--- src/sv/escd_pkg.sv ---
// Shared types, constants and lookup functions for the decoder.
// No dependencies; imported by every module of the block.
package escd_pkg;

  // Special bytes of the terminal charset
  localparam logic [7:0] EscByte = 8'd25;
  localparam logic [7:0] EolByte = 8'd30;
  localparam logic [7:0] CrByte  = 8'd13;
  localparam logic [7:0] LfByte  = 8'd10;

  // Escape parser phases
  localparam logic [1:0] PhIdle   = 2'd0;
  localparam logic [1:0] PhEsc    = 2'd1;
  localparam logic [1:0] PhLetter = 2'd2;

  // Run queue between front and back (power of two)
  localparam int FifoDepth = 4;
  localparam int FifoAw    = $clog2(FifoDepth);

  // One run: up to three results caused by one request
  typedef struct packed {
    logic [1:0]      num;      // results in the run, 1..3
    logic [2:0][7:0] bytes;    // data bytes, index 0 first
    logic            status;   // last result is the end-of-stream status
    logic            rev;      // flag reported with the status
  } run_t;

  // Letter code to character (A, B, C, H, K)
  function automatic logic [7:0] letter_char(input logic [2:0] idx);
    logic [7:0] c;
    case (idx)
      3'd0:    c = 8'd65;
      3'd1:    c = 8'd66;
      3'd2:    c = 8'd67;
      3'd3:    c = 8'd72;
      3'd4:    c = 8'd75;
      default: c = 8'd0;
    endcase
    return c;
  endfunction

  // Character to letter code; bit 3 set when not a letter
  function automatic logic [3:0] letter_code(input logic [7:0] c);
    logic [3:0] r;
    case (c)
      8'd65:   r = 4'd0;
      8'd66:   r = 4'd1;
      8'd67:   r = 4'd2;
      8'd72:   r = 4'd3;
      8'd75:   r = 4'd4;
      default: r = 4'd8;
    endcase
    return r;
  endfunction

  // Accented PC code for letter and base character; 0 when unknown
  function automatic logic [7:0] accent_code(input logic [2:0] idx, input logic [7:0] c);
    logic [7:0] r;
    r = 8'd0;
    case (idx)
      3'd0: begin
        case (c)
          8'd97:   r = 8'd133;
          8'd101:  r = 8'd138;
          8'd117:  r = 8'd151;
          default: r = 8'd0;
        endcase
      end
      3'd1: begin
        case (c)
          8'd101:  r = 8'd130;
          8'd69:   r = 8'd144;
          default: r = 8'd0;
        endcase
      end
      3'd2: begin
        case (c)
          8'd97:   r = 8'd131;
          8'd101:  r = 8'd136;
          8'd105:  r = 8'd140;
          8'd111:  r = 8'd147;
          8'd117:  r = 8'd150;
          default: r = 8'd0;
        endcase
      end
      3'd3: begin
        case (c)
          8'd101:  r = 8'd137;
          8'd105:  r = 8'd139;
          8'd117:  r = 8'd129;
          default: r = 8'd0;
        endcase
      end
      3'd4: begin
        case (c)
          8'd99:   r = 8'd135;
          8'd67:   r = 8'd128;
          default: r = 8'd0;
        endcase
      end
      default: r = 8'd0;
    endcase
    return r;
  endfunction

endpackage

--- src/sv/escd_front.sv ---
// Front end: escape parser and CR/LF tracking, one request per cycle while
// take_i is high. Builds a run of up to three results per request; uses escd_pkg.
module escd_front (
  input  logic               clk_i,
  input  logic               rst_ni,
  input  logic               take_i,
  input  logic [7:0]         data_byte_i,
  input  logic               end_of_input_i,
  output logic               run_valid_o,
  output escd_pkg::run_t     run_o
);
  import escd_pkg::*;

  logic [1:0] phase_q, phase_d;
  logic [2:0] letter_q, letter_d;
  logic       cr_q, cr_d;
  logic       rev_q, rev_d;
  logic [3:0] lcode;
  logic [7:0] acode;
  run_t       run;

  assign lcode = letter_code(data_byte_i);
  assign acode = accent_code(letter_q, data_byte_i);

  // Classify the request and form its run
  always_comb begin
    phase_d  = phase_q;
    letter_d = letter_q;
    cr_d     = cr_q;
    rev_d    = rev_q;
    run      = '0;
    if (end_of_input_i) begin
      // Flush pending escape bytes, report the flag, return to reset state
      run.status = 1'b1;
      if (phase_q != PhIdle) begin
        run.bytes[0] = EscByte;
        run.bytes[1] = letter_char(letter_q);
        run.num      = (phase_q == PhLetter) ? 2'd3 : 2'd2;
        run.rev      = 1'b0;
      end else begin
        run.num = 2'd1;
        run.rev = rev_q;
      end
      phase_d  = PhIdle;
      letter_d = 3'd0;
      cr_d     = 1'b0;
      rev_d    = 1'b1;
    end else begin
      cr_d = 1'b0;
      case (phase_q)
        PhIdle: begin
          if (cr_q && data_byte_i == LfByte) begin
            rev_d = 1'b0;
          end
          if (data_byte_i == EolByte) begin
            run.num      = 2'd2;
            run.bytes[0] = CrByte;
            run.bytes[1] = LfByte;
          end else if (data_byte_i == EscByte) begin
            phase_d = PhEsc;
          end else begin
            cr_d         = (data_byte_i == CrByte);
            run.num      = 2'd1;
            run.bytes[0] = data_byte_i;
          end
        end
        PhEsc: begin
          if (!lcode[3]) begin
            letter_d = lcode[2:0];
            phase_d  = PhLetter;
          end else begin
            run.num      = 2'd2;
            run.bytes[0] = EscByte;
            run.bytes[1] = data_byte_i;
            rev_d        = 1'b0;
            phase_d      = PhIdle;
          end
        end
        PhLetter: begin
          if (acode != 8'd0) begin
            run.num      = 2'd1;
            run.bytes[0] = acode;
          end else begin
            run.num      = 2'd3;
            run.bytes[0] = EscByte;
            run.bytes[1] = letter_char(letter_q);
            run.bytes[2] = data_byte_i;
            rev_d        = 1'b0;
          end
          letter_d = 3'd0;
          phase_d  = PhIdle;
        end
        default: begin
          phase_d = PhIdle;
        end
      endcase
    end
  end

  // Advance parser state on each accepted request
  always_ff @(posedge clk_i or negedge rst_ni) begin
    if (!rst_ni) begin
      phase_q  <= PhIdle;
      letter_q <= 3'd0;
      cr_q     <= 1'b0;
      rev_q    <= 1'b1;
    end else if (take_i) begin
      phase_q  <= phase_d;
      letter_q <= letter_d;
      cr_q     <= cr_d;
      rev_q    <= rev_d;
    end
  end

  assign run_valid_o = take_i && (run.num != 2'd0);
  assign run_o       = run;

endmodule

--- src/sv/escd_fifo.sv ---
// Short run queue decoupling the parser from the output drain.
// Register-based, depth FifoDepth from escd_pkg.
module escd_fifo (
  input  logic           clk_i,
  input  logic           rst_ni,
  input  logic           wr_i,
  input  escd_pkg::run_t wr_data_i,
  input  logic           rd_i,
  output escd_pkg::run_t rd_data_o,
  output logic           full_o,
  output logic           avail_o
);
  import escd_pkg::*;

  localparam logic [FifoAw:0] FullCount = (FifoAw + 1)'(FifoDepth);

  run_t              mem_q [FifoDepth];
  logic [FifoAw-1:0] wr_ptr_q, rd_ptr_q;
  logic [FifoAw:0]   count_q, count_d;
  logic              do_wr, do_rd;

  assign full_o  = (count_q == FullCount);
  assign avail_o = (count_q != '0);
  assign do_wr   = wr_i && !full_o;
  assign do_rd   = rd_i && avail_o;

  // Track fill level
  always_comb begin
    count_d = count_q;
    if (do_wr && !do_rd) begin
      count_d = count_q + 1'b1;
    end else if (do_rd && !do_wr) begin
      count_d = count_q - 1'b1;
    end
  end

  always_ff @(posedge clk_i or negedge rst_ni) begin
    if (!rst_ni) begin
      wr_ptr_q <= '0;
      rd_ptr_q <= '0;
      count_q  <= '0;
    end else begin
      count_q <= count_d;
      if (do_wr) begin
        wr_ptr_q <= wr_ptr_q + 1'b1;
      end
      if (do_rd) begin
        rd_ptr_q <= rd_ptr_q + 1'b1;
      end
    end
  end

  // Store run payload
  always_ff @(posedge clk_i) begin
    if (do_wr) begin
      mem_q[wr_ptr_q] <= wr_data_i;
    end
  end

  assign rd_data_o = mem_q[rd_ptr_q];

endmodule

--- src/sv/escd_back.sv ---
// Back end: drains the head run one result per cycle into the output register
// while that register is free or being popped. Uses escd_pkg for the run type.
module escd_back (
  input  logic           clk_i,
  input  logic           rst_ni,
  input  logic           avail_i,
  input  escd_pkg::run_t run_i,
  output logic           rd_o,
  input  logic           pop,
  output logic           empty,
  output logic [7:0]     out_byte_o,
  output logic           byte_valid_o,
  output logic           run_last_o,
  output logic           stream_done_o,
  output logic           reversible_o
);
  import escd_pkg::*;

  logic [1:0] idx_q, idx_d;
  logic       out_valid_q;
  logic       load;
  logic       last;
  logic       is_status;
  logic [7:0] sel_byte;
  logic [7:0] out_byte_q;
  logic       byte_valid_q, run_last_q, done_q, rev_q;

  // Output register free or being taken this cycle
  assign load      = avail_i && (!out_valid_q || pop);
  assign last      = (idx_q + 2'd1) == run_i.num;
  assign is_status = last && run_i.status;
  assign rd_o      = load && last;

  // Select the current byte of the run
  always_comb begin
    case (idx_q)
      2'd0:    sel_byte = run_i.bytes[0];
      2'd1:    sel_byte = run_i.bytes[1];
      2'd2:    sel_byte = run_i.bytes[2];
      default: sel_byte = 8'd0;
    endcase
  end

  // Step through the run, restart on its last result
  always_comb begin
    idx_d = idx_q;
    if (load) begin
      idx_d = last ? 2'd0 : idx_q + 2'd1;
    end
  end

  always_ff @(posedge clk_i or negedge rst_ni) begin
    if (!rst_ni) begin
      idx_q       <= 2'd0;
      out_valid_q <= 1'b0;
    end else begin
      idx_q <= idx_d;
      if (load) begin
        out_valid_q <= 1'b1;
      end else if (pop) begin
        out_valid_q <= 1'b0;
      end
    end
  end

  // Hold result payload
  always_ff @(posedge clk_i) begin
    if (load) begin
      out_byte_q   <= is_status ? 8'd0 : sel_byte;
      byte_valid_q <= !is_status;
      run_last_q   <= last;
      done_q       <= is_status;
      rev_q        <= is_status && run_i.rev;
    end
  end

  assign empty         = !out_valid_q;
  assign out_byte_o    = out_byte_q;
  assign byte_valid_o  = byte_valid_q;
  assign run_last_o    = run_last_q;
  assign stream_done_o = done_q;
  assign reversible_o  = rev_q;

endmodule

--- src/sv/escaped_diacritic_to_pc_decoder.sv ---
// Escaped-diacritic to PC code page decoder, top level.
// Path: a request's run is written into the run queue; its results then leave via the output register.
// Throughput: one request per cycle while the four-run queue has room; results
// leave at one per cycle through the output register while each one is popped.
// Reset: asynchronous, active low; parser returns to idle with the flag set, queue empties.
module escaped_diacritic_to_pc_decoder (
  input  logic       clk_i,
  input  logic       rst_ni,
  input  logic       push,
  output logic       full,
  input  logic [7:0] data_byte_i,
  input  logic       end_of_input_i,
  output logic       empty,
  input  logic       pop,
  output logic [7:0] out_byte_o,
  output logic       byte_valid_o,
  output logic       run_last_o,
  output logic       stream_done_o,
  output logic       reversible_o
);
  import escd_pkg::*;

  logic take;
  logic run_valid;
  run_t run_in, run_head;
  logic fifo_rd, fifo_avail, fifo_full;

  assign full = fifo_full;
  assign take = push && !fifo_full;

  escd_front u_front (
    .clk_i          (clk_i),
    .rst_ni         (rst_ni),
    .take_i         (take),
    .data_byte_i    (data_byte_i),
    .end_of_input_i (end_of_input_i),
    .run_valid_o    (run_valid),
    .run_o          (run_in)
  );

  escd_fifo u_fifo (
    .clk_i     (clk_i),
    .rst_ni    (rst_ni),
    .wr_i      (run_valid),
    .wr_data_i (run_in),
    .rd_i      (fifo_rd),
    .rd_data_o (run_head),
    .full_o    (fifo_full),
    .avail_o   (fifo_avail)
  );

  escd_back u_back (
    .clk_i         (clk_i),
    .rst_ni        (rst_ni),
    .avail_i       (fifo_avail),
    .run_i         (run_head),
    .rd_o          (fifo_rd),
    .pop           (pop),
    .empty         (empty),
    .out_byte_o    (out_byte_o),
    .byte_valid_o  (byte_valid_o),
    .run_last_o    (run_last_o),
    .stream_done_o (stream_done_o),
    .reversible_o  (reversible_o)
  );

endmodule

--- config.mk ---
export PLATFORM = sky130hd
export DESIGN_NAME = escaped_diacritic_to_pc_decoder
export DESIGN_NICKNAME = d
export VERILOG_FILES = /design/src/sv/escd_pkg.sv /design/src/sv/escd_front.sv /design/src/sv/escd_fifo.sv /design/src/sv/escd_back.sv /design/src/sv/escaped_diacritic_to_pc_decoder.sv
export SDC_FILE = /design/constraint.sdc
export NUM_CORES = 1
export LEC_CHECK = 0
export ABC_CLOCK_PERIOD_IN_PS = 3100
export BUFFER_PORTS_ARGS = -buffer_cell sky130_fd_sc_hd__buf_2
export CORE_ASPECT_RATIO = 1.4
export CORE_MARGIN = 2
export CORE_UTILIZATION = 62
export DETAILED_ROUTE_END_ITERATION = 8
export GPL_ROUTABILITY_DRIVEN = 1
export PLACE_DENSITY = 0.8
export SLEW_MARGIN = 20
export SYNTH_ARGS = -nofsm -noshare
export SYNTH_HDL_FRONTEND = slang
export SYNTH_SLANG_ARGS = --single-unit
--- constraint.sdc ---
create_clock -name clk_i -period 3.1 [get_ports clk_i]
set_input_delay 0.31 -clock clk_i [delete_from_list [all_inputs] [get_ports clk_i]]
set_output_delay 0.31 -clock clk_i [all_outputs]
set_load 0.005 [all_outputs]
* After elaboration in Yosys (flattened, before gate mapping)
Memories as Yosys holds them, arrays and structs flattened. Cells that the tools add are included.
Word-level totals: bits of input ports 13, word-level logic and storage cells 137, RAM bits 112, memories kept 1, register bits 29, output and inout bits 14
Operators by class: reduce and logical (&&, ||, !) cells 31, add/subtract/negate cells 5, eq/ne operators 32, muxes and demuxes 54
Memories:
- u_fifo.mem_q | words 4, bits a word 28, rd ports 1, clocked after Yosys merged registers in 0, write ports 1, line escd_fifo.sv:17 | run_t mem_q [FifoDepth];
Operators by type and width (count):
- $eq A8 B7 Y1 const B | 12
- $pmux W8 S5 | 2
- $pmux W8 S3 | 3
- $mux W16 | 4
- $pmux W16 S3 | 1
- $mux W8 | 5
- $pmux W7 S5 | 1
- $pmux W8 S2 | 2
- $mux W2 | 11
- $pmux W4 S5 | 1
- $eq A8 B4 Y1 const B | 2
- $eq A8 B5 Y1 const B | 2
- $mux W1 | 15
- $mux W3 | 4
- $logic_and A1 B1 Y1 | 11
- $ne A3 B2 Y1 const B | 3
- $ne A3 B3 Y1 const B | 3
- $reduce_bool A2 Y1 | 4
- $reduce_bool A8 Y1 | 1
- $add A2 B1 Y2 const B | 3
- $eq A3 B2 Y1 const B | 2
- $eq A3 B3 Y1 const B | 2
- $pmux W2 S3 | 1
- $pmux W3 S2 | 1
- 17 further kinds | 26

* Depth between registers and ports, before layout
word-level depth 14, gate-level depth with buffers 12, gate-level depth less buffers 12

* By module
Synthesis repeated with hierarchy kept, for this count alone.
Unflattened totals: cell total of the unflattened synthesis 443, area total of the unflattened synthesis 6722.7 um2
Modules (own cells, without submodules):
- escd_fifo | instances 1, cells each 181, area an instance 4471.8 um2, seq. area each 3538.4 um2
- escd_front | instances 1, cells each 204, area an instance 1458.9 um2, seq. area each 176.4 um2
- escd_back | instances 1, cells each 57, area an instance 778.2 um2, seq. area each 435.4 um2
- escaped_diacritic_to_pc_decoder | instances 1, cells each 1, area an instance 13.8 um2, seq. area each 0.0 um2

* Worst setup path after synthesis
No wires, ideal clock.
kind register -> register, start reg u_front.phase_q[0], end reg u_fifo.count_q[2], period minus slack after synthesis 2733 ps, slack 367 ps, stages on the path, launching flop included 12, data required time 3021 ps, data arrival time 2654 ps, library setup time 79 ps, buffers on the path 1, path through dfrtp_1 -> ha_1 -> or2_2 -> clkbuf_1 -> a211o_2 -> a31oi_4 -> ha_1 -> inv_1 -> fa_1 -> xor2_1 -> nor2_1 -> xor2_1
On the way: word-level cells in the longest chain between the ends 10, elaborated cells on any way between the ends 16, classes of those cells eq/ne (2); mux (5); reduce/logical (9)
RTL lines:
- from (decl) | line escd_front.sv:14 | logic [1:0] phase_q, phase_d;
- from (signal assigned) | line escd_front.sv:103 | phase_q <= PhIdle;
- from (signal assigned) | line escd_front.sv:108 | phase_q <= phase_d;
- $eq A2 B2 Y1 | line escd_front.sv:38, escd_front.sv:50
- $mux W1 | line escd_front.sv:38 | run.num = (phase_q == PhLetter) ? 2'd3 : 2'd2;
- $mux W2 | line escd_front.sv:35 | if (phase_q != PhIdle) begin
- $mux W2 * | line escd_front.sv:32 | if (end_of_input_i) begin
- $reduce_bool A2 Y1 * | line escd_front.sv:115 | assign run_valid_o = take_i && (run.num != 2'd0);
- $logic_and A1 B1 Y1 * | line escd_front.sv:115
- $logic_and A1 B1 Y1 * | line escd_fifo.sv:24 | assign do_wr = wr_i && !full_o;
- named net u_fifo.do_wr | line escd_fifo.sv:20 | logic do_wr, do_rd;
- $logic_not A1 Y1 | line escd_fifo.sv:32 | end else if (do_rd && !do_wr) begin
- $logic_and A1 B1 Y1 | line escd_fifo.sv:32
- $reduce_bool A2 Y1 (no source line)
- to (signal assigned) | line escd_fifo.sv:43 | count_q <= count_d;
- to (decl) | line escd_fifo.sv:19 | logic [FifoAw:0] count_q, count_d;
The timed path passes the listed nets; every way through them passes the cells marked *. A chain may end at the register's enable or synchronous reset.

* Worst setup path after layout
start reg u_front.phase_q[1], end reg u_fifo.count_q[2]
Same word-level chain as after synthesis.

==> impl_metrics.json <==
{
  "post-route-drc-count": 0,
  "synth.distinct_cells": 68,
  "min_from": "pop",
  "hold_path_class": "input port to flop",
  "layout-drive-gt1-share_pct": 25.4,
  "clockBufferDepth": 2,
  "hold_depth": 2,
  "fin_crit_ns": 2.92,
  "cp_slowest_cell": "fa_1",
  "die_area_mm2": 0.0116,
  "cp_data_required_time_ns": 3.44,
  "crit_buf_inv": 2,
  "max_stage_delay_ns": 0.42,
  "hold_viol_final": 0,
  "maxSlewViolCount": 0,
  "post_drt_wl_per_cell_um": 25.5,
  "tightest_slew_ns": 0.785,
  "synth_top_flop_cell": "edfxtp_1",
  "rows": 44,
  "period_share_pct": 94.3,
  "fin_nets": 523,
  "r2r_start": "u_front.phase_q[1]",
  "dp_slack_ns": 0.138,
  "grt_pass1_wl_mm": 25.5,
  "cts_buffers": 17,
  "diodes": 0,
  "fillers": 609,
  "dr.pass1.iters": 6,
  "endpoint_kind": "flop",
  "worst_setup_path_start_kind": "flop",
  "portBuffers": 26,
  "ys_ff_latch": 141,
  "status": "finished, final reports clean",
  "synth_area_mm2": 0.00666,
  "cp_max_fo": 5,
  "die_h_um": 127,
  "cp_top_family": "adder cells",
  "max_cap_violations": 0,
  "netlist_instances": 450,
  "p_leak_nw": 2.71,
  "gr-usage-all-layers_pct": 30.3,
  "dp_hpwl_mm": 9.77,
  "ys_warn_count": 0,
  "clock_latency_ns": 0.42,
  "grt_max_degree": 29,
  "fmax_mhz": 342,
  "final.setup.tns_ns": 0,
  "ctsResizeCount": 0,
  "cts-hold-fix-buffers": 1,
  "vias": 4266,
  "die_x_um": 91.6,
  "synth_edf_count": 124,
  "async_flop_share_pct": 12.1,
  "relSlewSlack_pct": 47.6,
  "peakVddDrop_uv": 454,
  "viasPerCell": 6.60,
  "syn-mean-instance-area_um2": 14.8,
  "cp.arrival_ns": 3.26,
  "core_mm2": 0.0104,
  "synth_fp_nets": 478,
  "path_class": "flop to flop",
  "postCtsSetupRepairBufs": 0,
  "fin_ws_ns": 0.177,
  "cts_tree": "yes",
  "syn2layout_area_growth_pct": 14.0,
  "startpoint": "u_front.phase_q[1]",
  "initial_core_util_pct": 64.0,
  "dr.first_iter.drc_count": 466,
  "hold_path_end": "u_back.out_valid_q",
  "postLayoutCoreUtil_pct": 73.0,
  "path_clk_slew_ns": 0.06,
  "grt_setup_unrepaired": "false",
  "ioPinCount": 27,
  "setup_viol_count_final": 0,
  "h-tree-depth": 4,
  "ys_seq_area_share_pct": 62.3,
  "globalplace.congestion": 0.973,
  "r2r-end": "u_fifo.count_q[2]",
  "regToRegSetupSlack_ns": 0.18,
  "fin_skew_ns": 0.0107,
  "wl_mm": 16.5,
  "overflow": 0,
  "first_global_vias": 4384,
  "cts_sinks": 141,
  "clockRootBuffer": "clkbuf_16",
  "crit_chain": "inv_1 -> ha_1 -> nand2_1 -> nor4_2 -> a21oi_2 -> a31oi_4 -> ha_1 -> inv_1 -> fa_1 -> xor2_1 -> nor2_1 -> xor2_1",
  "r2r_cells": 12,
  "powerDensity_mw_per_mm2": 933,
  "antenna_found_initial": 0,
  "ant_nets": 0
}
-- worst max path at each step --
stage          depth (start not counted)                end
6_report                              12  u_fifo.count_q[2]
5_1_grt                               12  u_fifo.count_q[2]
4_1_cts                               12  u_fifo.count_q[2]
3_5_place_dp                          12  u_fifo.count_q[2]
3_3_place_gp                          12  u_fifo.count_q[2]
2_1_floorplan                         11  u_fifo.count_q[2]
-- cells in the mapped netlist (all sizes together) (7+ instances only) --
cell type | count | area, um2
edfxtp | 124 | 3720
mux4 | 28 | 631
nand2 | 28 | 105
a21oi | 20 | 104
o21ai | 18 | 90.1
and2 | 17 | 106
inv | 17 | 63.8
nor2 | 17 | 63.8
dfrtp | 16 | 400
ha | 14 | 175
clkbuf | 13 | 48.8
buf | 11 | 62.6
a22oi | 9 | 67.6
nor3b | 9 | 72.6
nand2b | 8 | 50.1
nor3 | 8 | 40.0
and3 | 7 | 43.8
xor2 | 7 | 61.3
-- layout by cell type (no fill, tap or decap), drive strengths merged, types with 4 or more instances in the layout --
cell type    n
edfxtp     124
buf         49
nand2       28
and2        17
a21oi       20
clkbuf      19
o21ai       18
nor3b        9
nand2b       8
o31ai        4
nor2        17
nand4        6
nor4         6
clkinvlp     5
a22oi        9
dfrtp       16
nor3         8
inv         19
ha          14
xor2         7
nand3        4
mux4        28
xnor2        6
and3         7
clkinv       5
-- power breakdown --
| group | switching (mW) | internal, mW |
|---|---|---|
| combinational | 1.31 | 0.937 |
| clock | 0.788 | 1.13 |
| sequential | 0.231 | 2.70 |
-- final cells by class --
class	count	area (um2)	share of cell area, %
clock buffer	19	443	5.83
clock inverter	13	118	1.55
inverter	17	63.8	0.840
multi-input combinational	268	2340	30.8
sequential	141	4150	54.6
tap	138	173	2.27
timing repair buffer	50	313	4.12
-- metrics by stage --
| stage | cell area [um2] | std cells | power (mW) | hold WS [ns] |
|---|---|---|---|---|
| after floorplan | 6660 | 450 | 4.37 | 0.0144 |
| after global placement | 7030 | 613 | 4.96 | 0.273 |
| after detailed placement | 7030 | 613 | 5.06 | 0.276 |
| after CTS | 7600 | 646 | 7.09 | 0.104 |
| after global routing | 7600 | 646 | 7.38 | 0.122 |
| final | 7600 | 646 | 7.09 | 0.118 |
-- sequential cells by signal, indices dropped and copies added, names as in the netlist --
| name | flops |
|---|---|
| u_fifo.mem_q | 112 |
| u_back.stream_done_o | 1 |
| u_back.run_last_o | 1 |
| u_front.phase_q | 2 |
| u_front.letter_q | 3 |
| u_back.out_valid_q | 1 |
| u_back.reversible_o | 1 |
| u_back.idx_q | 2 |
| u_back.byte_valid_o | 1 |
| u_fifo.count_q | 3 |
| u_back.out_byte_o | 8 |
| u_front.rev_q | 1 |
| u_fifo.rd_ptr_q | 2 |
| u_front.cr_q | 1 |
| u_fifo.wr_ptr_q | 2 |
-- layer usage --
| layer | vias up | part of all wire, % | global-route usage, % |
|---|---|---|---|
| met5 | - | 0 | 0 |
| met4 | 0 | 4.5 | 14.2 |
| met3 | 55 | 6.4 | 5.40 |
| met2 | 268 | 53 | 52.5 |
| met1 | 2103 | 36 | 37.0 |
| li1 | 1840 | - | - |
-- kinds of logic (layout without fill, tap and decap cells) --
| kind of cell | after synthesis | count (layout) | share of synthesized area [%] |
|---|---|---|---|
| adders and majority gates | 15 | 15 | 2.93 |
| AOI/OAI and AO/OA | 77 | 77 | 8.37 |
| and+or+nand+nor | 131 | 131 | 12.0 |
| muxes | 32 | 32 | 10.1 |
| DFF | 141 | 141 | 62.3 |
| buffers and inverters | 41 | 99 | 2.63 |
| xor gates and xnor gates | 13 | 13 | 1.71 |
(Power assumes the default switching activity.)
